File: config.mk
export PLATFORM = sky130hd
export DESIGN_NAME = mask_line_rasterizer
export DESIGN_NICKNAME = d
export VERILOG_FILES = /design/src/design/mlr_pkg.sv /design/src/design/mlr_map.sv /design/src/design/mlr_div.sv /design/src/design/mlr_dda.sv /design/src/design/mask_line_rasterizer.sv
export VERILOG_INCLUDE_DIRS = /design/src /design/src/design
export SDC_FILE = /design/constraint.sdc
export NUM_CORES = 1
export LEC_CHECK = 0
export BUFFER_PORTS_ARGS = -buffer_cell sky130_fd_sc_hd__buf_4
export CAP_MARGIN = 30
export CORE_AREA = 2 2 304 306
export CTS_CLUSTER_DIAMETER = 150
export DETAILED_ROUTE_END_ITERATION = 10
export DIE_AREA = 0 0 306 308
export PLACE_DENSITY_LB_ADDON = 0.15
export REMOVE_ABC_BUFFERS = 1
export SLEW_MARGIN = 20
export SYNTH_ARGS = -nofsm -noshare
export SYNTH_HDL_FRONTEND = slang
export SYNTH_SLANG_ARGS = --single-unit
File: constraint.sdc
create_clock -name clk -period 14.65 [get_ports clk]
set_clock_uncertainty 0.2 [all_clocks]
set_input_delay 1.465 -clock clk [delete_from_list [all_inputs] [get_ports clk]]
set_output_delay 1.465 -clock clk [all_outputs]
set_load 0.1 [all_outputs]
File: src/design/mask_line_rasterizer_macros.svh
// Assertion helpers shared by the block's checking code.
`ifndef MASK_LINE_RASTERIZER_MACROS_SVH
`define MASK_LINE_RASTERIZER_MACROS_SVH

// The consequent must hold in the same cycle as the antecedent.
`define MLR_ASSERT_NOW(label, clk, rst_n, ante, cons, msg) \
  label: assert property (@(posedge clk) disable iff (!rst_n) (ante) |-> (cons)) \
    else $error(msg);

// The consequent must hold in the cycle after the antecedent.
`define MLR_ASSERT_NEXT(label, clk, rst_n, ante, cons, msg) \
  label: assert property (@(posedge clk) disable iff (!rst_n) (ante) |=> (cons)) \
    else $error(msg);

`endif

File: src/design/mlr_pkg.sv
package mlr_pkg;

  // Fixed field widths.
  localparam int PIX_W   = 6;
  localparam int COORD_W = 16;
  localparam int SCALE_W = 16;
  localparam int CFG_W   = 16;
  localparam int FRAC_W  = 16;
  localparam int SLOPE_W = FRAC_W + 1;
  localparam int CFG_IDX_W = 3;
  localparam int VP_W    = 2;

  // Register indexes on the configuration port.
  localparam logic [CFG_IDX_W-1:0] CFG_VIEW_PLANE = 3'd0;
  localparam logic [CFG_IDX_W-1:0] CFG_ORIGIN_U   = 3'd1;
  localparam logic [CFG_IDX_W-1:0] CFG_ORIGIN_V   = 3'd2;
  localparam logic [CFG_IDX_W-1:0] CFG_SCALE_U    = 3'd3;
  localparam logic [CFG_IDX_W-1:0] CFG_SCALE_V    = 3'd4;

  // View plane codes; any other code uses axes 0 and 1.
  localparam logic [VP_W-1:0] VP_AXES_1_2 = 2'd0;
  localparam logic [VP_W-1:0] VP_AXES_0_2 = 2'd1;
  localparam logic [VP_W-1:0] VP_AXES_0_1 = 2'd2;

  // Reset values of the registers.
  localparam logic [SCALE_W-1:0] SCALE_RESET = 16'd4096;

  // One half in Q.16.
  localparam logic [FRAC_W-1:0] Q16_HALF = 16'h8000;

  // Line direction handed from the sequencer to the stepper.
  typedef struct packed {
    logic u_major;    // u is the major axis
    logic major_dec;  // major index counts down
    logic slope_neg;  // minor index moves down
  } dda_ctl_t;

endpackage

File: src/design/mlr_map.sv
module mlr_map #(
  parameter int GRID_SIZE = 64,
  parameter int IDX_W     = 6
) (
  input  logic                              clk,
  input  logic signed [mlr_pkg::COORD_W-1:0] coord,
  input  logic signed [mlr_pkg::COORD_W-1:0] origin,
  input  logic        [mlr_pkg::SCALE_W-1:0] scale,
  output logic        [IDX_W-1:0]            idx
);
  import mlr_pkg::*;

  localparam int DIFF_W = COORD_W + 1;
  localparam int PROD_W = DIFF_W + SCALE_W + 1;
  localparam int Q_W    = PROD_W - 1 - FRAC_W;

  logic signed [DIFF_W-1:0] diff;
  logic signed [PROD_W-1:0] product_r;
  logic signed [PROD_W-1:0] sum;
  logic        [Q_W-1:0]    q;

  // Offset from the origin times the scale, registered.
  assign diff = DIFF_W'(coord) - DIFF_W'(origin);

  always_ff @(posedge clk) begin
    product_r <= PROD_W'(diff * $signed({1'b0, scale}));
  end

  // Round half up, then clamp to the grid.
  assign sum = product_r + PROD_W'(Q16_HALF);
  assign q   = sum[PROD_W-2:FRAC_W];

  always_comb begin
    if (sum[PROD_W-1]) begin
      idx = '0;
    end else if (q > Q_W'(GRID_SIZE - 1)) begin
      idx = IDX_W'(GRID_SIZE - 1);
    end else begin
      idx = q[IDX_W-1:0];
    end
  end

endmodule

File: src/design/mlr_div.sv
module mlr_div #(
  parameter int IDX_W = 6
) (
  input  logic                          clk,
  input  logic                          rst_n,
  input  logic                          start,
  input  logic [IDX_W-1:0]              num,
  input  logic [IDX_W-1:0]              den,
  output logic                          done,
  output logic [mlr_pkg::SLOPE_W-1:0]   quot
);
  import mlr_pkg::*;

  localparam int NUM_W = IDX_W + FRAC_W;
  localparam int CNT_W = $clog2(NUM_W + 1);

  logic [NUM_W-1:0] shift_r, shift_nxt;
  logic [IDX_W-1:0] rem_r, rem_nxt;
  logic [IDX_W-1:0] den_r;
  logic [CNT_W-1:0] cnt_r, cnt_nxt;
  logic             done_r, done_nxt;
  logic [IDX_W:0]   trial;
  logic             fits;

  // One restoring step per cycle: the remainder takes the next numerator bit.
  assign trial = {rem_r, shift_r[NUM_W-1]};
  assign fits  = trial >= {1'b0, den_r};

  always_comb begin
    shift_nxt = shift_r;
    rem_nxt   = rem_r;
    cnt_nxt   = cnt_r;
    done_nxt  = 1'b0;
    if (start) begin
      shift_nxt = {num, FRAC_W'(0)};
      rem_nxt   = '0;
      cnt_nxt   = CNT_W'(NUM_W);
    end else if (cnt_r != '0) begin
      rem_nxt   = fits ? IDX_W'(trial - {1'b0, den_r}) : trial[IDX_W-1:0];
      shift_nxt = {shift_r[NUM_W-2:0], fits};
      cnt_nxt   = cnt_r - 1'b1;
      done_nxt  = (cnt_r == CNT_W'(1));
    end
  end

  always_ff @(posedge clk) begin
    if (!rst_n) begin
      cnt_r  <= '0;
      done_r <= 1'b0;
    end else begin
      cnt_r  <= cnt_nxt;
      done_r <= done_nxt;
    end
  end

  always_ff @(posedge clk) begin
    shift_r <= shift_nxt;
    rem_r   <= rem_nxt;
    if (start) begin
      den_r <= den;
    end
  end

  // The quotient never exceeds one in Q.16.
  assign quot = shift_r[SLOPE_W-1:0];
  assign done = done_r;

endmodule

File: src/design/mlr_dda.sv
module mlr_dda #(
  parameter int IDX_W = 6
) (
  input  logic                        clk,
  input  logic                        rst_n,
  input  logic                        start,
  input  mlr_pkg::dda_ctl_t           ctl,
  input  logic [IDX_W-1:0]            x0,
  input  logic [IDX_W-1:0]            y0,
  input  logic [IDX_W-1:0]            major_end,
  input  logic [mlr_pkg::SLOPE_W-1:0] slope_mag,
  input  logic                        out_stall,
  output logic                        out_valid,
  output logic [IDX_W-1:0]            pix_x,
  output logic [IDX_W-1:0]            pix_y,
  output logic                        last,
  output logic                        done
);
  import mlr_pkg::*;

  localparam int ACC_W = IDX_W + FRAC_W;

  dda_ctl_t         ctl_r;
  logic [IDX_W-1:0] end_r;
  logic [ACC_W-1:0] slope_r;
  logic [ACC_W-1:0] acc_r, acc_nxt;
  logic [IDX_W-1:0] x_r, x_nxt, y_r, y_nxt;
  logic             last_r, last_nxt;
  logic             valid_r, valid_nxt;
  logic [IDX_W-1:0] maj, maj_step, minor0;
  logic             advance;

  assign advance  = valid_r && !out_stall;
  assign maj      = ctl_r.u_major ? x_r : y_r;
  assign maj_step = ctl_r.major_dec ? maj - 1'b1 : maj + 1'b1;
  assign minor0   = ctl.u_major ? y0 : x0;

  // Load the start pixel, then take one step each time a pixel is taken.
  always_comb begin
    acc_nxt   = acc_r;
    x_nxt     = x_r;
    y_nxt     = y_r;
    last_nxt  = last_r;
    valid_nxt = valid_r;
    if (start) begin
      acc_nxt   = {minor0, Q16_HALF};
      x_nxt     = x0;
      y_nxt     = y0;
      last_nxt  = ((ctl.u_major ? x0 : y0) == major_end);
      valid_nxt = 1'b1;
    end else if (advance) begin
      if (last_r) begin
        valid_nxt = 1'b0;
      end else begin
        acc_nxt  = ctl_r.slope_neg ? acc_r - slope_r : acc_r + slope_r;
        last_nxt = (maj_step == end_r);
        if (ctl_r.u_major) begin
          x_nxt = maj_step;
          y_nxt = acc_nxt[ACC_W-1:FRAC_W];
        end else begin
          x_nxt = acc_nxt[ACC_W-1:FRAC_W];
          y_nxt = maj_step;
        end
      end
    end
  end

  always_ff @(posedge clk) begin
    if (!rst_n) begin
      valid_r <= 1'b0;
    end else begin
      valid_r <= valid_nxt;
    end
  end

  always_ff @(posedge clk) begin
    acc_r  <= acc_nxt;
    x_r    <= x_nxt;
    y_r    <= y_nxt;
    last_r <= last_nxt;
    if (start) begin
      ctl_r   <= ctl;
      end_r   <= major_end;
      slope_r <= ACC_W'(slope_mag);
    end
  end

  assign out_valid = valid_r;
  assign pix_x     = x_r;
  assign pix_y     = y_r;
  assign last      = last_r;
  assign done      = advance && last_r;

endmodule

File: src/design/mask_line_rasterizer.sv
// Rasterizes one add-line or remove-line request into pixel writes for a
// pair of masks. After an item is accepted, a single multiplier maps the
// four in-plane coordinates to grid indices one per cycle, the setup state
// sorts out the major axis, a bit-serial divider forms the Q.16 slope
// (skipped when start and end pixel match), and the stepper then emits one
// pixel per cycle while out_stall is low, 1 + max(|du|,|dv|) pixels in all;
// in_stall stays high until the last pixel is taken.
`include "mask_line_rasterizer_macros.svh"

module mask_line_rasterizer #(
  parameter int GRID_SIZE = 64
) (
  input  logic                                clk,
  input  logic                                rst_n,
  // Configuration writes.
  input  logic                                cfg_we,
  input  logic [mlr_pkg::CFG_IDX_W-1:0]       cfg_index,
  input  logic [mlr_pkg::CFG_W-1:0]           cfg_data,
  // Line requests.
  input  logic                                in_valid,
  output logic                                in_stall,
  input  logic                                in_func,
  input  logic signed [mlr_pkg::COORD_W-1:0]  in_start_axis0,
  input  logic signed [mlr_pkg::COORD_W-1:0]  in_start_axis1,
  input  logic signed [mlr_pkg::COORD_W-1:0]  in_start_axis2,
  input  logic signed [mlr_pkg::COORD_W-1:0]  in_end_axis0,
  input  logic signed [mlr_pkg::COORD_W-1:0]  in_end_axis1,
  input  logic signed [mlr_pkg::COORD_W-1:0]  in_end_axis2,
  // Pixel writes.
  output logic                                out_valid,
  input  logic                                out_stall,
  output logic [mlr_pkg::PIX_W-1:0]           out_pixel_x,
  output logic [mlr_pkg::PIX_W-1:0]           out_pixel_y,
  output logic                                out_write_value,
  output logic                                out_to_add_mask,
  output logic                                out_to_remove_mask,
  output logic                                out_last
);
  import mlr_pkg::*;

  localparam int IDX_W = (GRID_SIZE > 2) ? $clog2(GRID_SIZE) : 1;

  localparam logic [2:0] ST_IDLE  = 3'd0;
  localparam logic [2:0] ST_MAP   = 3'd1;
  localparam logic [2:0] ST_SETUP = 3'd2;
  localparam logic [2:0] ST_DIV   = 3'd3;
  localparam logic [2:0] ST_DRAW  = 3'd4;

  // Configuration registers.
  logic        [VP_W-1:0]    view_plane_r;
  logic signed [COORD_W-1:0] origin_u_r, origin_v_r;
  logic        [SCALE_W-1:0] scale_u_r, scale_v_r;

  always_ff @(posedge clk) begin
    if (!rst_n) begin
      view_plane_r <= VP_AXES_0_1;
      origin_u_r   <= '0;
      origin_v_r   <= '0;
      scale_u_r    <= SCALE_RESET;
      scale_v_r    <= SCALE_RESET;
    end else if (cfg_we) begin
      unique case (cfg_index)
        CFG_VIEW_PLANE: view_plane_r <= cfg_data[VP_W-1:0];
        CFG_ORIGIN_U:   origin_u_r   <= cfg_data;
        CFG_ORIGIN_V:   origin_v_r   <= cfg_data;
        CFG_SCALE_U:    scale_u_r    <= cfg_data;
        CFG_SCALE_V:    scale_v_r    <= cfg_data;
        default: ;
      endcase
    end
  end

  logic [2:0] state_r, state_nxt;
  logic [2:0] map_cnt_r, map_cnt_nxt;
  logic       in_accept;

  // No item is taken while reset is held or a line is in progress.
  assign in_stall  = !rst_n || (state_r != ST_IDLE);
  assign in_accept = in_valid && !in_stall;

  // Capture the in-plane coordinates of the item as it is accepted.
  logic signed [COORD_W-1:0] su_r, sv_r, eu_r, ev_r;
  logic                      func_r;

  always_ff @(posedge clk) begin
    if (in_accept) begin
      func_r <= in_func;
      case (view_plane_r)
        VP_AXES_1_2: begin
          su_r <= in_start_axis1;
          sv_r <= in_start_axis2;
          eu_r <= in_end_axis1;
          ev_r <= in_end_axis2;
        end
        VP_AXES_0_2: begin
          su_r <= in_start_axis0;
          sv_r <= in_start_axis2;
          eu_r <= in_end_axis0;
          ev_r <= in_end_axis2;
        end
        default: begin
          su_r <= in_start_axis0;
          sv_r <= in_start_axis1;
          eu_r <= in_end_axis0;
          ev_r <= in_end_axis1;
        end
      endcase
    end
  end

  // Shared mapping multiplier: start u, start v, end u, end v in turn.
  logic signed [COORD_W-1:0] map_coord, map_origin;
  logic        [SCALE_W-1:0] map_scale;
  logic        [IDX_W-1:0]   map_idx;

  always_comb begin
    case (map_cnt_r[1:0])
      2'd0:    map_coord = su_r;
      2'd1:    map_coord = sv_r;
      2'd2:    map_coord = eu_r;
      default: map_coord = ev_r;
    endcase
    map_origin = map_cnt_r[0] ? origin_v_r : origin_u_r;
    map_scale  = map_cnt_r[0] ? scale_v_r  : scale_u_r;
  end

  mlr_map #(
    .GRID_SIZE (GRID_SIZE),
    .IDX_W     (IDX_W)
  ) u_map (
    .clk    (clk),
    .coord  (map_coord),
    .origin (map_origin),
    .scale  (map_scale),
    .idx    (map_idx)
  );

  // Indices arrive in the cycle after their operands.
  logic [IDX_W-1:0] x0_r, y0_r, x1_r, y1_r;

  always_ff @(posedge clk) begin
    if (state_r == ST_MAP) begin
      case (map_cnt_r)
        3'd1:    x0_r <= map_idx;
        3'd2:    y0_r <= map_idx;
        3'd3:    x1_r <= map_idx;
        3'd4:    y1_r <= map_idx;
        default: ;
      endcase
    end
  end

  // Line lengths and direction.
  logic [IDX_W-1:0] adx, ady, major_len, minor_len, major_end;
  logic             dx_neg, dy_neg;
  dda_ctl_t         ctl;

  assign dx_neg    = x1_r < x0_r;
  assign dy_neg    = y1_r < y0_r;
  assign adx       = dx_neg ? x0_r - x1_r : x1_r - x0_r;
  assign ady       = dy_neg ? y0_r - y1_r : y1_r - y0_r;
  assign ctl.u_major   = adx > ady;
  assign ctl.major_dec = ctl.u_major ? dx_neg : dy_neg;
  assign ctl.slope_neg = ctl.u_major ? dy_neg : dx_neg;
  assign major_len = ctl.u_major ? adx : ady;
  assign minor_len = ctl.u_major ? ady : adx;
  assign major_end = ctl.u_major ? x1_r : y1_r;

  logic               div_start, div_done;
  logic [SLOPE_W-1:0] div_quot;
  logic               dda_start, dda_done;
  logic               dda_valid, dda_last;
  logic [IDX_W-1:0]   dda_x, dda_y;

  mlr_div #(
    .IDX_W (IDX_W)
  ) u_div (
    .clk   (clk),
    .rst_n (rst_n),
    .start (div_start),
    .num   (minor_len),
    .den   (major_len),
    .done  (div_done),
    .quot  (div_quot)
  );

  mlr_dda #(
    .IDX_W (IDX_W)
  ) u_dda (
    .clk       (clk),
    .rst_n     (rst_n),
    .start     (dda_start),
    .ctl       (ctl),
    .x0        (x0_r),
    .y0        (y0_r),
    .major_end (major_end),
    .slope_mag (div_quot),
    .out_stall (out_stall),
    .out_valid (dda_valid),
    .pix_x     (dda_x),
    .pix_y     (dda_y),
    .last      (dda_last),
    .done      (dda_done)
  );

  // Sequencer: map, set up, divide unless start and end pixel match, then draw.
  always_comb begin
    state_nxt   = state_r;
    map_cnt_nxt = map_cnt_r;
    div_start   = 1'b0;
    dda_start   = 1'b0;
    unique case (state_r)
      ST_IDLE: begin
        if (in_accept) begin
          state_nxt   = ST_MAP;
          map_cnt_nxt = '0;
        end
      end
      ST_MAP: begin
        map_cnt_nxt = map_cnt_r + 1'b1;
        if (map_cnt_r == 3'd4) begin
          state_nxt = ST_SETUP;
        end
      end
      ST_SETUP: begin
        if (major_len == '0) begin
          dda_start = 1'b1;
          state_nxt = ST_DRAW;
        end else begin
          div_start = 1'b1;
          state_nxt = ST_DIV;
        end
      end
      ST_DIV: begin
        if (div_done) begin
          dda_start = 1'b1;
          state_nxt = ST_DRAW;
        end
      end
      ST_DRAW: begin
        if (dda_done) begin
          state_nxt = ST_IDLE;
        end
      end
      default: state_nxt = ST_IDLE;
    endcase
  end

  always_ff @(posedge clk) begin
    if (!rst_n) begin
      state_r   <= ST_IDLE;
      map_cnt_r <= '0;
    end else begin
      state_r   <= state_nxt;
      map_cnt_r <= map_cnt_nxt;
    end
  end

  // Pixel write outputs.
  assign out_valid          = dda_valid;
  assign out_pixel_x        = PIX_W'(dda_x);
  assign out_pixel_y        = PIX_W'(dda_y);
  assign out_write_value    = !func_r;
  assign out_to_add_mask    = !func_r;
  assign out_to_remove_mask = 1'b1;
  assign out_last           = dda_last;

  // Checks on the sequencer and stepper.
  `MLR_ASSERT_NOW(a_no_pixel_when_idle, clk, rst_n, (state_r != ST_DRAW), !out_valid, "pixel write outside drawing")
  `MLR_ASSERT_NEXT(a_idle_after_last, clk, rst_n, (out_valid && !out_stall && out_last), (state_r == ST_IDLE), "block not idle after last pixel")
  `MLR_ASSERT_NOW(a_pixel_in_grid, clk, rst_n, out_valid, ((out_pixel_x <= PIX_W'(GRID_SIZE - 1)) && (out_pixel_y <= PIX_W'(GRID_SIZE - 1))), "pixel outside grid")

endmodule

== Word level (Yosys, flattened, before mapping) ==
Index checks and enable logic that the tools add are counted.

* Bits in registers: 297
* Input port bits: 121
* Output and inout bits: 18
* Word-level logic and storage cells: 172

* $add $sub $neg: 13
* $mul: 1
* Magnitude comparators: 5
* Equal/unequal tests: 23
* Multiplexer cells: 56
* Bitwise gates (word level): 3
* Reduce and logical (&&, ||, !) cells: 36

{| class="wikitable"
|+ Operators by type and width
! kind !! count
|-
| $mux W22 || 6
|-
| $mux W6 || 20
|-
| $mux W16 || 6
|-
| $pmux W16 S3 || 1
|-
| $add A34 B16 Y34 const B || 1
|-
| $mul A17 B17 Y34 || 1
|-
| $sub A6 B6 Y6 || 5
|-
| $reduce_and A2 Y1 || 13
|-
| $add A22 B17 Y22 || 1
|-
| $sub A22 B17 Y22 || 1
|-
| $eq A3 B2 Y1 const B || 6
|-
| $mux W3 || 6
|-
| $gt A17 B6 Y1 const B || 1
|-
| $sub A16 B16 Y17 || 1
|-
| $pmux W3 S5 || 1
|-
| $eq A6 B6 Y1 || 2
|-
| $lt A6 B6 Y1 || 2
|-
| $mux W1 || 12
|-
| $mux W5 || 2
|-
| $eq A3 B1 Y1 const B || 3
|-
| $eq A3 B3 Y1 const B || 3
|-
| $reduce_bool A2 Y1 || 4
|-
| $ge A7 B6 Y1 || 1
|-
| $add A6 B1 Y6 const B || 1
|-
| 23 further kinds || 37
|}

== Logic depth before layout (Yosys ltp) ==
Gate-level depths: netlist of run 1.

* Word-level depth: 9
* Mapped depth: 43
* Gate-level depth less buffers: 37

== Modules after synthesis ==
From an unflattened synthesis of run 1, not the netlist that was laid out.

* Cell total of the unflattened synthesis: 2874
* Area, all modules: 27043.4 sq um

{| class="wikitable"
|+ By module, submodules not included
! module !! instances !! cells each !! area each (sq um) !! seq. area each (sq um)
|-
| mlr_map || 1 || 1352 || 11861.4 || 380.4
|-
| mask_line_rasterizer || 1 || 831 || 8689.6 || 4113.9
|-
| mlr_dda || 1 || 468 || 4461.8 || 1691.6
|-
| mlr_div || 1 || 223 || 2030.7 || 920.9
|}

== Worst setup path after synthesis of run 1 ==
OpenSTA, ideal clock, no wires.

* Kind: flip-flop to flip-flop
* Start: register map_cnt_r[0]
* End: register u_map.product_r[28]
* Setup time: 0.072 ns
* Arrival time: 10.399 ns
* Required time: 14.378 ns
* Path slack: 3.978 ns
* Cell stages (with the launch flop): 42
* Buffers on the path: 7
* Period minus slack after synthesis: 10.672 ns
* Cells stage by stage: dfxtp_1 -> clkbuf_1 -> clkbuf_1 -> clkbuf_1 -> buf_1 -> inv_1 -> ha_1 -> clkbuf_1 -> clkbuf_1 -> a222oi_1 -> a21oi_1 -> ha_1 -> nor2b_1 -> o21ai_0 -> a21boi_0 -> o21ai_0 -> a211o_1 -> a31oi_1 -> (+6 left out) -> fa_1 -> inv_1 -> fa_1 -> fa_1 -> fa_1 -> inv_1 -> fa_1 -> inv_1 -> ha_1 -> a21o_1 -> a21oi_1 -> nor2b_1 -> o41a_1 -> o31ai_1 -> nand2_1 -> o31ai_1 -> o21ba_2 -> xnor2_1

* Word-level cells in the longest chain between the ends: 4
* Elaborated cells between the ends (all ways): 8
* Classes of those cells: add/sub (1); mul (1); eq/ne (2); mux (3); reduce/logical (1)

{| class="wikitable"
|+ RTL lines
! element !! RTL line !! source
|-
| start: declaration || mask_line_rasterizer.sv:74 || <nowiki>logic [2:0] map_cnt_r, map_cnt_nxt;</nowiki>
|-
| start signal: assignment || mask_line_rasterizer.sv:255 || <nowiki>map_cnt_r <= map_cnt_nxt;</nowiki>
|-
| $eq A2 B2 Y1, or another cell as far along || mask_line_rasterizer.sv:117 || <nowiki>case (map_cnt_r[1:0])</nowiki>
|-
| $pmux W16 S3 || mask_line_rasterizer.sv:117 ||
|-
| $sub A16 B16 Y17 || mlr_map.sv:23 || <nowiki>assign diff = DIFF_W'(coord) - DIFF_W'(origin);</nowiki>
|-
| $mul A17 B17 Y34 * || mlr_map.sv:26 || <nowiki>product_r <= PROD_W'(diff * $signed({1'b0, scale}));</nowiki>
|-
| end signal: assignment || mlr_map.sv:26 ||
|-
| end: declaration || mlr_map.sv:18 || <nowiki>logic signed [PROD_W-1:0] product_r;</nowiki>
|}

Mark *: on every way between the ends. The rest lies on a longest branch, timed or not.
A chain may end at the register's enable or synchronous reset.

== Worst setup path in the final report of run 1 ==
Same ends and word-level chain as after synthesis.

==> flow_results.org, run 1 <==
** Layout
- Layout fillers :: roughly 9.4k
- Fraction of final layout cells sized beyond drive strength 1 :: 12.4%
- Antenna diode instance count :: 0
- From synthesis to final layout, the design area changed by 13.9%.
- Number of nets in the layout :: between 3k and 4k
- Share of the core filled with cells :: 32.8%

** STA
- Final setup viols :: 0
- Setup repair after global routing missed its margin :: no
- Setup slack closes at 3590 ps.
- The total count of hold-check failures in the final report was 0.
- Hold is met by between 200 and 300 ps.
- Post-route minimum period :: roughly 11000 ps
- In this run the tightest slew margin relative to its limit is 32.1%.
- The final-report max-slew violation count was 0.
- For the pin with the worst max-slew slack, the measured transition is 1020 ps.
- Derived from the worst setup path, the maximum achievable clock frequency is 90.4 MHz.
- Final cycle utilization of the critical path :: between 70% and 80%
- Setup total negative slack on the finished layout was measured at 0 ps.

** Clocking
- Clock Root Buffer :: sky130_fd_sc_hd__clkbuf_16
- CTS clk-pin slew, worst paths :: approximately 60 ps
- Post-CTS timing repair inserted 0 buffers for setup.
- For this design, the CTS-stage hold fixing added 0 buffers.
- Clock tree from TritonCTS :: yes
- For the worst-skew pair, the clock arrives at the later sink with an insertion delay of about 560 ps.
- Gates resized during post-CTS repair numbered 0.
- For this design, the sink count on the clock tree is 282.
- The H-tree generated during clock tree synthesis spans 2 levels.
- Number of buffers on the longest clock path :: 3
- TritonCTS buffer count :: 36

** Setup path
- Critical Path RT :: 14940 ps
- Logic depth of the worst path, buffers included :: 35
- Worst Path Buf+Inv :: 4
- The cell that appears most often on the critical path is sky130_fd_sc_hd__fa_1.
- Reg-to-Reg End :: u_map.product_r[28]
- Worst reg2reg startpoint :: map_cnt_r[0]
- Counting cells, the worst reg-to-reg path comes to 35.
- Largest delay contributor family on the critical path :: adder cells
- STA classifies the critical path endpoint as a flip-flop.
- Largest fanout on the critical path :: 49
- Arrival time worst endpoint :: 11350 ps
- Critical Path Slowest Stage Cell :: sky130_fd_sc_hd__ha_1
- Start point of the critical path :: map_cnt_r[0]
- Path type of the worst setup path :: reg -> reg
- Kind of launch point of the worst setup path :: flip-flop
- Largest stage delay on the critical path :: 740 ps
- End point of the critical path :: u_map.product_r[28]
- The setup check on the worst reg-to-reg path leaves a slack of 3590 ps.

** Logic synthesis
- Synthesized area divided by synthesized cell count :: 9.35 µm²
- After technology mapping, the gate count stands at 2805.
- Warnings, synthesis :: 0
- The synthesized netlist occupies a cell area of roughly 26000 µm².
- Flops & latches, synth :: 282
- In this run, distinct cell masters in the synthesized netlist total 83.
- In this run, synthesis inferred 146 flip-flops with an integrated enable.
- The most used flip-flop cell after synthesis is sky130_fd_sc_hd__edfxtp_1.
- After synthesis, flip-flops and latches occupy between 20% and 30% of the total area.
- Share of synthesized flip-flops with an asynchronous set or reset :: 0%

** GRT
- Wire length of the first global-routing pass :: 118 mm
- Antenna violations before repair :: 0
- Overflow left after global routing :: 0
- Maximum number of pins on one net before global-route repair :: 66
- The number of global-route vias before repair was 20.9k.
- Total global routing track utilization :: 16.0%

** Floorplanning
- In this run the vertical extent of the chip is 308 µm.
- The floorplan has around 110 rows.
- Area of the core :: 91000 µm²
- Starting density of the core :: between 20% and 30%
- Number of top-level design ports :: around 140
- Die extent in x :: between 300 and 400 µm
- The floorplan step defined a die boundary enclosing ~94000 µm².

** Placed design
- DP Worst Slack :: 3580 ps
- Final GP Congestion :: between 0.8 and 0.9
- Once detailed placement completed, the half-perimeter wirelength came to 58.2 mm.
- Number of port buffers :: 137

** Route
- Detail-routed net length per standard cell :: 18.0 µm
- Vias :: 19.6k
- Post-route antenna net violation count :: 0
- In the routed layout, each cell is associated on average with a via count of 4.75.
- After the first detailed-routing iteration, the DRC count stood at approximately 1.1k.
- DRT Wirelength :: ~74 mm
- DR DRC count :: 0
- The first detailed-routing pass took 5 iterations.

** Power and ir drop
- Areal power density over the cells :: 111 nW/µm²
- Overall power consumption after layout is estimated at 3300 µW.
- For this design the static power due to leakage is 0.0127 µW.
- Worst vdd rail ir drop :: 0.0000599 V

** Status
- The flow ran to the end, and the final reports show no timing, DRC or antenna violations.

** Worst hold path
- Path category of the worst min-delay check :: reg -> reg

** Run
- Max-cap violation count :: 0
[registers in the layout (all words and copies together), names as in the netlist, 16 cells and up]
register         flops
u_dda.slope_r       17
scale_v_r           16
origin_v_r          16
u_map.product_r     19
u_div.shift_r       22
sv_r                16
su_r                16
ev_r                16
u_dda.acc_r         22
scale_u_r           16
origin_u_r          16
eu_r                16
[metal layers]
layer / global-route usage, % / part of all wire [%]
met1: 20.0 / 44
met2: 28.8 / 50
met3: 1.95 / 3.8
met4: 4.81 / 2.8
met5: 0 / 0
[cells by family after synthesis]
family,share of synthesized area [%]
muxes,6.27
xor gates and xnor gates,3.84
DFF,27.1
buffers and inverters,7.84
other,0.0143
AOI/OAI and AO/OA,11.7
and+or+nand+nor,13.8
adders and majority gates,29.5
[power by group]
part	leakage [µW]	internal [µW]	switching (µW)
combinational	0.00971	534	828
clock	0.000590	557	368
sequential	0.00244	947	68.3
[through the flow]
stage / cell area [µm²] / instances
6_report: 29900 / 4118
4_1_cts: 29800 / 4112
3_3_place_gp: 28500 / 4042
3_5_place_dp: 28600 / 4047
5_1_grt: 29900 / 4118
2_1_floorplan: 25800 / 2693
[cell type report]
| type | instances | area, µm² | share of cell area, % |
|---|---|---|---|
| Inverter | 424 | 1590 | 5.33 |
| Timing Repair Buffer | 174 | 1350 | 4.51 |
| Sequential cell | 282 | 7110 | 23.8 |
| Multi-Input combinational cell | 1987 | 17100 | 57.3 |
| Tap cell | 1186 | 1480 | 4.97 |
| Clock buffer | 46 | 958 | 3.21 |
| Clock inverter | 19 | 270 | 0.905 |
[cell usage in the layout (no fill, tap or decap), types with 6 or more instances in the layout]
master,Yosys,routed
sky130_fd_sc_hd__nor2_1,234,231
sky130_fd_sc_hd__edfxtp_1,146,146
sky130_fd_sc_hd__xnor2_1,83,82
sky130_fd_sc_hd__dfxtp_1,136,134
sky130_fd_sc_hd__fa_1,280,280
sky130_fd_sc_hd__mux2_2,90,90
sky130_fd_sc_hd__clkbuf_1,98,8
sky130_fd_sc_hd__nor4_1,7,7
sky130_fd_sc_hd__clkbuf_16,0,36
sky130_fd_sc_hd__a311oi_1,12,12
sky130_fd_sc_hd__inv_1,422,421
sky130_fd_sc_hd__a211oi_1,13,13
sky130_fd_sc_hd__a31oi_1,22,22
sky130_fd_sc_hd__nand3_1,31,31
sky130_fd_sc_hd__o21a_1,18,18
sky130_fd_sc_hd__a21oi_1,125,125
sky130_fd_sc_hd__a222oi_1,15,15
sky130_fd_sc_hd__nor3b_1,10,10
sky130_fd_sc_hd__nor2b_1,19,19
sky130_fd_sc_hd__or3_1,14,13
sky130_fd_sc_hd__nand4_1,12,12
sky130_fd_sc_hd__xor2_1,32,32
sky130_fd_sc_hd__buf_4,4,168
sky130_fd_sc_hd__nor3_1,50,49
sky130_fd_sc_hd__a211o_1,8,8
sky130_fd_sc_hd__and2_1,15,15
sky130_fd_sc_hd__ha_1,170,170
sky130_fd_sc_hd__and3_1,8,8
sky130_fd_sc_hd__a21o_1,22,22
sky130_fd_sc_hd__mux2i_1,63,59
sky130_fd_sc_hd__o21ai_0,58,58
sky130_fd_sc_hd__o31ai_1,6,6
sky130_fd_sc_hd__o211ai_1,14,14
sky130_fd_sc_hd__or2_2,13,13
sky130_fd_sc_hd__nand2b_1,26,26
sky130_fd_sc_hd__a21boi_0,69,69
sky130_fd_sc_hd__o21bai_1,8,8
sky130_fd_sc_hd__nand2_1,357,357
[cells in the mapped netlist (all sizes together) (9+ instances only)]
| cell | count | area (µm²) |
|---|---|---|
| inv | 424 | 1590 |
| nand2 | 357 | 1340 |
| fa | 280 | 5610 |
| nor2 | 234 | 878 |
| ha | 170 | 2130 |
| edfxtp | 146 | 4380 |
| dfxtp | 136 | 2720 |
| a21oi | 126 | 634 |
| clkbuf | 98 | 368 |
| mux2 | 90 | 1010 |
| xnor2 | 83 | 727 |
| a21boi | 70 | 526 |
| o21ai | 65 | 333 |
| mux2i | 63 | 631 |
| nor3 | 51 | 267 |
| xor2 | 32 | 280 |
| nand3 | 31 | 155 |
| nand2b | 26 | 163 |
| a21o | 22 | 165 |
| a31oi | 22 | 138 |
| nor2b | 19 | 119 |
| o21a | 19 | 150 |
| a211oi | 15 | 123 |
| a222oi | 15 | 150 |
| and2 | 15 | 93.8 |
| buf | 14 | 96.3 |
| o211ai | 14 | 105 |
| or3 | 14 | 87.6 |
| or2 | 13 | 81.3 |
| a311oi | 12 | 105 |
| nand4 | 12 | 75.1 |
| nor3b | 10 | 75.1 |
| and3 | 9 | 61.3 |
[how the worst min path moves through the flow]
stage,from,endpoint,slack (ps),depth (start not counted)
after CTS,u_div.shift_r[2],u_dda.slope_r[2],250,0
after global routing,u_div.shift_r[4],u_dda.slope_r[4],270,0
after floorplan,u_div.shift_r[16],u_dda.slope_r[16],230,0
after global placement,u_div.shift_r[16],u_dda.slope_r[16],240,0
final,u_div.shift_r[2],u_dda.slope_r[2],250,0
after detailed placement,u_div.shift_r[2],u_dda.slope_r[2],240,0
[worst reg2reg max path: cells and delay by family, from the launching register on]
family	cells	cell delay (ps)
AOI/OAI and AO/OA	15	4110
adders and majority gates	10	4790
and+or+nand+nor	5	690
xor gates and xnor gates	1	100
DFF	1	310
buffers and inverters	4	760
No activity file was read; power rests on OpenSTA's default activity.
==> run 2: changes to the inputs <==
==> constraint.sdc (replaced) <==
create_clock -name clk -period 9.1 [get_ports clk]
set_clock_uncertainty 0.2 [all_clocks]
set_input_delay 0.91 -clock clk [delete_from_list [all_inputs] [get_ports clk]]
set_output_delay 0.91 -clock clk [all_outputs]
set_load 0.1 [all_outputs]
==> run 2 against run 1 <==
Effect of this change:
- sequential power rose by 60%
- sequential cell count did not move
- combinational power up 82%
- first-iteration DRC count up 7.0%
- die area unchanged
- routed wire length down 1.3%
- via count increased by 1.8%
- non-clock buffer count increased by 117
- final cell count rose by 2.9%
- critical path type unchanged
==> flow_results.org, run 2 (synthesized netlist as in run 1, its figures left out) <==
** GRT
- The total overflow left after global routing is 0.
- Total global routing track utilization :: 15.6%
- The number of global-route vias before repair is 21.2k.
- Entering global routing, the biggest net connects between 60 and 70 pins.
- Antenna violations before repair :: 1
- Wire length of the first global-routing pass :: 116 mm

** Setup path
- Sort of element at the end of the critical path :: flip-flop
- Kind of launch point of the worst setup path :: flip-flop
- CP dominant cell by count :: sky130_fd_sc_hd__fa_1
- Largest stage delay on the critical path :: 540 ps
- Critical Path RT :: 9390 ps
- The critical path is of the reg -> reg type.
- Data on the critical path arrives at its endpoint at 9170 ps.
- Reg2reg path depth :: 36
- The worst register-to-register path begins at map_cnt_r[1].
- In this run the worst path has a maximum fanout of 12.
- Critical Path Slowest Stage Cell :: sky130_fd_sc_hd__fa_1
- Internal reg-to-reg setup slack :: 210 ps
- The endpoint identified for the worst register-to-register timing path is u_map.product_r[33].

** STA
- Transition time at the pin with the least slew margin :: 996 ps
- Setup repair after global routing missed its margin :: yes
- Count of final max-slew check failures :: 0
- Final setup viols :: 0
- Post-route minimum period :: between 8000 and 9000 ps
- Final cycle utilization of the critical path :: 97.6%
- Hold timing on the final database bottoms out at a slack of 253 ps.
- The total count of hold-check failures in the final report was 0.
- In this run the tightest slew margin relative to its limit is around 33%.
- Static timing analysis puts the maximum clock frequency at 113 MHz.

** Layout
- Highest-count cells in the layout ignoring fill and taps :: 414 x sky130_fd_sc_hd__inv_1, 357 x sky130_fd_sc_hd__nand2_1, 277 x sky130_fd_sc_hd__fa_1
- Area growth from synthesis to layout :: 18.7%
- Top Registers :: u_dda.acc_r: 22 flops, u_div.shift_r: 22 flops, u_map.product_r: 19 flops
- Fraction of final layout cells sized beyond drive strength 1 :: between 10% and 20%
- Share of the core filled with cells :: 34.2%
- In the final design database the tool counted 3593 nets.
- Antenna diode instance count :: 0
- Count of non-filler cells in the finished layout :: 4236
- Most common cell after layout, fill and taps aside :: sky130_fd_sc_hd__inv_1

** Clocking
- CTS clk-pin slew, worst paths :: 60 ps
- CTS saw ~280 sinks.
- Htree depth :: 2
- Clock insertion delay at the later pin of the skew report :: 570 ps
- Clock tree from TritonCTS :: yes
- The clock passes through at most 3 buffers.
- In this run, post-CTS hold repair placed 0 buffers.
- Clock Root Buffer :: sky130_fd_sc_hd__clkbuf_16
- Buffers inserted during clock tree synthesis total 36.

** Floorplanning
- In this run the standard cell core region covers 91000 µm².
- The floorplan has 111 rows.
- Die height :: 308 µm
- Number of top-level design ports :: roughly 140
- Die Outline Area :: around 94000 µm²
- Starting density of the core :: 28.8%
- Die extent in x :: 306 µm

** Run
- Across the run, the number of max-cap violations was 0.

** Route
- Wires add up to approximately 73 mm.
- The first detailed-routing pass ran for 6 iterations.
- The first routing iteration left about 1.1k violations.
- After detailed routing, the number of remaining DRC violations is 0.
- The count of nets left with antenna violations once routing finished came out at 0.
- Per-cell via count in the routed design :: 4.71
- After detailed routing, the average wire length per cell comes to 17.2 µm.
- For this block, the via count after detailed routing is 19.9k.

** Placed design
- Input and output buffers added on the ports amount to 137.
- At the end of routability-driven placement, the weighted congestion stood at 0.848.
- Total instance count after detailed placement :: a little over 4k
- Detailed placement ended at an HPWL of 58.2 mm.

** Status
- The flow ran to the end, and the final reports show no timing, DRC or antenna violations.

** Power and ir drop
- IR analysis of the VDD net gives a maximum drop of 0.000127 V.
- Overall power consumption after layout is estimated at between 5000 and 6000 µW.
- Leakage power :: approximately 0.013 µW
- Areal power density over the cells :: 179 nW/µm²

** Worst hold path
- Hold Startpoint :: u_div.rem_r[5]
- Path category of the worst min-delay check :: reg -> reg
- Hold Path End :: u_div.rem_r[5]
- Counting instances, the worst hold path has a depth of 2.
## run 2: cell types whose count changed in the layout (fill, tap and decap cells not counted), moves of 4 or more
cell,change
sky130_fd_sc_hd__ha_1,-8
sky130_fd_sc_hd__inv_2,+6
sky130_fd_sc_hd__buf_4,+107
sky130_fd_sc_hd__a21oi_2,+5
sky130_fd_sc_hd__inv_1,-7
sky130_fd_sc_hd__a21oi_1,-6
sky130_fd_sc_hd__ha_4,+6
sky130_fd_sc_hd__o21ai_0,-4
sky130_fd_sc_hd__o31ai_1,-4
sky130_fd_sc_hd__buf_6,+10
## run 2: worst max-delay path: cells and delay by family, from the launching register on
kind	cells	cell delay (ps)
simple gates	5	560
flops	1	360
fa+ha+maj	9	3840
compound gates	11	2500
buf+inv	11	1320
## run 2: metrics by stage
step	instance area [µm²]	setup TNS, ps	worst slack (ps)
after CTS	30700	0	29.5
after global routing	31100	-1350	-278
after detailed placement	29400	-1510	-365
after floorplan	25800	-23660	-1700
after global placement	29300	-687	-203
final	31100	0	215
## run 2: worst max path at each step
stage / start / end / slack, ps / cells after the start
floorplan: map_cnt_r[0] / u_map.product_r[28] / -1700 / 36
global placement: map_cnt_r[1] / u_map.product_r[33] / -200 / 40
detailed placement: map_cnt_r[1] / u_map.product_r[33] / -370 / 40
CTS: map_cnt_r[1] / u_map.product_r[33] / 30 / 40
global route: map_cnt_r[1] / u_map.product_r[33] / -280 / 38
finish: map_cnt_r[1] / u_map.product_r[33] / 210 / 36
## run 2: power by group
group,total [µW],leakage [µW],internal (µW),switching [µW]
Clock,1460,0.000577,866,596
Sequential,1630,0.00244,1520,107
Combinational,2470,0.0103,1100,1370
Total,5560,0.0133,3490,2070
## run 2: cell type report
type,instances,area (µm²)
fillers,9247,59900
inverters,424,1590
multi-input cells,1987,17400
clock buffers,49,995
flip-flops and latches,282,7120
well taps,1186,1480
repair buffers,291,2300
clock inverters,17,224
## run 2: what timing repair did
item / 4_1_cts / 5_1_grt
gates resized for setup: 18 / 71
setup endpoints to repair: 9 / 12
endpoints found under the hold margin: 0 / 0
pin swaps: 11 / 50
setup buffers: 2 / 10
## run 2: per-layer routing
metal / vias up / wire length, µm / GRT usage (%)
li1: 9709 / - / -
met1: 9780 / 32800 / 19.7
met2: 355 / 35900 / 28.1
met3: 92 / 2360 / 1.82
met4: 2 / 1910 / 4.47
met5: - / 9 / 0
==> run 3: changes to the inputs <==
--- a/config.mk
+++ b/config.mk
@@ -8,11 +8,11 @@
 export LEC_CHECK = 0
 export BUFFER_PORTS_ARGS = -buffer_cell sky130_fd_sc_hd__buf_4
 export CAP_MARGIN = 30
-export CORE_AREA = 2 2 304 306
+export CORE_AREA = 2 2 250 252
 export CTS_CLUSTER_DIAMETER = 150
 export DETAILED_ROUTE_END_ITERATION = 10
-export DIE_AREA = 0 0 306 308
-export PLACE_DENSITY_LB_ADDON = 0.15
+export DIE_AREA = 0 0 252 254
+export MAX_ROUTING_LAYER = met4
 export REMOVE_ABC_BUFFERS = 1
 export SLEW_MARGIN = 20
 export SYNTH_ARGS = -nofsm -noshare
==> run 3 against run 2 <==
Effect of this change:
- global-route usage rose by 6.3 points
- maximum frequency is 0.43% higher
- hold slack worse by 0.80 ps
- critical endpoint is now u_map.product_r[32]
- combinational power fell by 5%
- final cell count decreased by 11%
- setup slack improved by 38 ps
- sequential cell count stayed put
- power fell by 4.7%
- largest cell class unchanged
- via count fell by 0.46%
- sequential power hardly changed
- final area fell by 4.0%
- utilization grew 15 points
==> flow_results.org, run 3 (synthesized netlist as in run 1, its figures left out) <==
** Status
- Result of the run :: finished, final reports clean

** Setup path
- Reg2reg path depth :: 36
- The worst setup path is captured at a flip-flop.
- Arrival time worst endpoint :: 9120 ps
- Of all nets on the critical path, the largest fanout is 8.
- Critical Path RT :: 9370 ps
- Kind of launch point of the worst setup path :: flip-flop
- Counting both buffers and inverters, the worst setup path holds a total of 9.
- Across all register-to-register paths, the minimum setup slack is about 250 ps.
- Among all stages on the critical path, the largest delay is contributed by sky130_fd_sc_hd__fa_1.
- Reg-to-Reg End :: u_map.product_r[32]
- Path type of the worst setup path :: reg -> reg
- CP dominant cell by count :: sky130_fd_sc_hd__fa_1
- In this run the critical register-to-register path is launched from map_cnt_r[0].
- Largest delay contributor family on the critical path :: adder cells
- Largest stage delay on the critical path :: 540 ps

** Worst hold path
- Along the worst hold path, the cell count comes to 2.
- In this run the most critical hold path is launched from u_div.shift_r[9].
- The worst hold path terminates at u_div.shift_r[10].
- Path category of the worst min-delay check :: reg -> reg

** Layout
- Antenna diode instance count :: 0
- Most common cell after layout, fill and taps aside :: sky130_fd_sc_hd__inv_1
- In the final layout, the share of cells above drive strength 1 is 15.2%.
- Highest-count cells in the layout ignoring fill and taps :: 419 x sky130_fd_sc_hd__inv_1, 357 x sky130_fd_sc_hd__nand2_1, 279 x sky130_fd_sc_hd__fa_1
- The largest registers in the layout are u_dda.acc_r: 22 flops, u_div.shift_r: 22 flops, u_map.product_r: 19 flops.
- Area growth from synthesis to layout :: 14.0%
- After routing the design area is between 20000 and 30000 µm².
- Count of non-filler cells in the finished layout :: 3780
- Layout fillers :: 5783
- Number of nets in the layout :: 3537

** Placed design
- Detailed placement ended at an HPWL of 53.1 mm.
- Number of port buffers :: roughly 140
- After detailed placement, the total cell area comes to 28400 µm².
- Total instance count after detailed placement :: 3704
- At the end of routability-driven placement, the weighted congestion stood at 0.921.

** Route
- Post-route antenna net violation count :: 0
- The routed design has 67.0 mm of wire.
- In the routed design, unresolved DRC markers number 0.
- Vias :: 19.8k
- After detailed routing, the number of vias per cell comes to 5.25.
- Detail-routed net length per standard cell :: 17.7 µm
- Before antenna repair, the detailed router went through 7 iterations.
- In this run, the number of DRC markers left after iteration 0 of detailed routing was 1114.

** STA
- Final setup viols :: 0
- Final cycle utilization of the critical path :: 97.2%
- Final number of hold-violating endpoints :: 0
- Transition time at the pin with the least slew margin :: 916 ps
- Max-Slew Margin vs Limit :: a little under two fifths
- Setup repair after global routing could not meet its margin everywhere.
- Timing would allow up to 113 MHz.
- Post-route minimum period :: 8850 ps
- Count of final max-slew check failures :: 0

** Floorplanning
- Row generation in the floorplan step produced 91 rows.
- The die covers 64000 µm².
- The die is 252 µm wide.
- Number of top-level design ports :: 139
- Die height :: 254 µm
- The region available for standard cell placement spans a little over 60000 µm².
- Starting density of the core :: 42.8%

** GRT
- Entering global routing, the biggest net connects 66 pins.
- The first global-routing pass estimated 108 mm of wire.
- The initial antenna violation count was 0.
- The number of global-route vias before repair was 20.8k.
- Total global routing track utilization :: between 20% and 30%
- After global routing the overflow that remains totals 0.

** Power and ir drop
- Summed over all cells, the static leakage comes to 0.0130 µW.
- Total chip power :: 5300 µW
- Power spread over the standard cell area amounts to about 180 nW/µm².
- Worst vdd rail ir drop :: 0.000124 V

** Clocking
- Clock tree from TritonCTS :: yes
- CTS clk-pin slew, worst paths :: 60 ps
- The longest clock path from root to sink contains 3 buffers.
- Clock tree synthesis selected as its root buffer the cell sky130_fd_sc_hd__clkbuf_16.
- The clock drives 282 sinks.
- The number of clock buffers added by TritonCTS is 34.
- Htree depth :: 2
- Quantity of hold-fixing buffers added after cts :: 0
- The later pin in the worst-skew pair is clocked with a latency of 550 ps.

** Run
- The tool flagged a number of max-cap violations equal to 0.
==> run 3: cell types whose count changed in the layout (fill, tap and decap cells not counted), sizes merged <==
cell / previous run / this run
inv: 425 / 428
bufinv: 3 / 2
buf: 291 / 234
clkbuf: 49 / 44
==> run 3: what timing repair did <==
| action | in CTS | in global routing |
|---|---|---|
| gates cloned | 0 | 1 |
| buffers inserted | 0 | 12 |
| resized for setup | 8 | 49 |
| pin swaps | 0 | 32 |
| setup endpoints to repair | 7 | 14 |
==> run 3: metal layers <==
| layer | track usage, % | vias up | wire (µm) |
|---|---|---|---|
| met3 | 2.43 | 100 | 2680 |
| met2 | 38.5 | 446 | 33900 |
| met1 | 26.6 | 9718 | 28500 |
| li1 | - | 9582 | - |
| met5 | - | - | 0 |
| met4 | 6.48 | 0 | 1940 |
==> run 3: area by class of cell <==
cell class	count	area, µm²	area share, %
clock buffer	41	898	3.01
clock inverter	19	180	0.603
inverter	424	1590	5.34
multi-input combinational	1987	17300	57.8
sequential	282	7110	23.8
tap	790	988	3.31
timing repair buffer	237	1830	6.13
==> run 3: worst register-to-register path, delay by kind of cell, from the launching register on <==
| kind | cells | cell delay (ps) |
|---|---|---|
| buffers and inverters | 9 | 920 |
| xor gates and xnor gates | 1 | 140 |
| adders and majority gates | 9 | 3870 |
| and+or+nand+nor | 1 | 70 |
| DFF | 1 | 390 |
| AOI/OAI and AO/OA | 16 | 3200 |
==> run 3: how the worst max path moves through the flow <==
| stage | start | to | slack (ps) | cells after the start |
|---|---|---|---|---|
| floorplan | map_cnt_r[0] | u_map.product_r[28] | -1700 | 36 |
| detailed placement | map_cnt_r[1] | u_map.product_r[33] | -190 | 36 |
| global placement | map_cnt_r[1] | u_map.product_r[33] | -1 | 36 |
| finish | map_cnt_r[0] | u_map.product_r[32] | 250 | 36 |
| CTS | map_cnt_r[1] | u_map.product_r[33] | 30 | 34 |
| global route | map_cnt_r[1] | u_map.product_r[32] | -80 | 37 |
==> run 3: stage by stage <==
| step | util (%) | TNS, ps | hold slack, ps | setup WS (ps) |
|---|---|---|---|---|
| floorplan | - | -23660 | 226 | -1700 |
| global placement | 46.4 | -1.13 | 242 | -1.13 |
| detailed placement | 46.4 | -924 | 247 | -193 |
| CTS | 48.2 | 0 | 258 | 27.7 |
| global route | 48.8 | -152 | 280 | -84.1 |
| finish | 48.8 | 0 | 252 | 253 |
==> run 3: where the power goes <==
| group | total, µW | switching [µW] | leakage [µW] | internal [µW] |
|---|---|---|---|---|
| registers | 1630 | 104 | 0.00244 | 1520 |
| logic | 2340 | 1340 | 0.0100 | 994 |
| clock network | 1330 | 562 | 0.000519 | 770 |
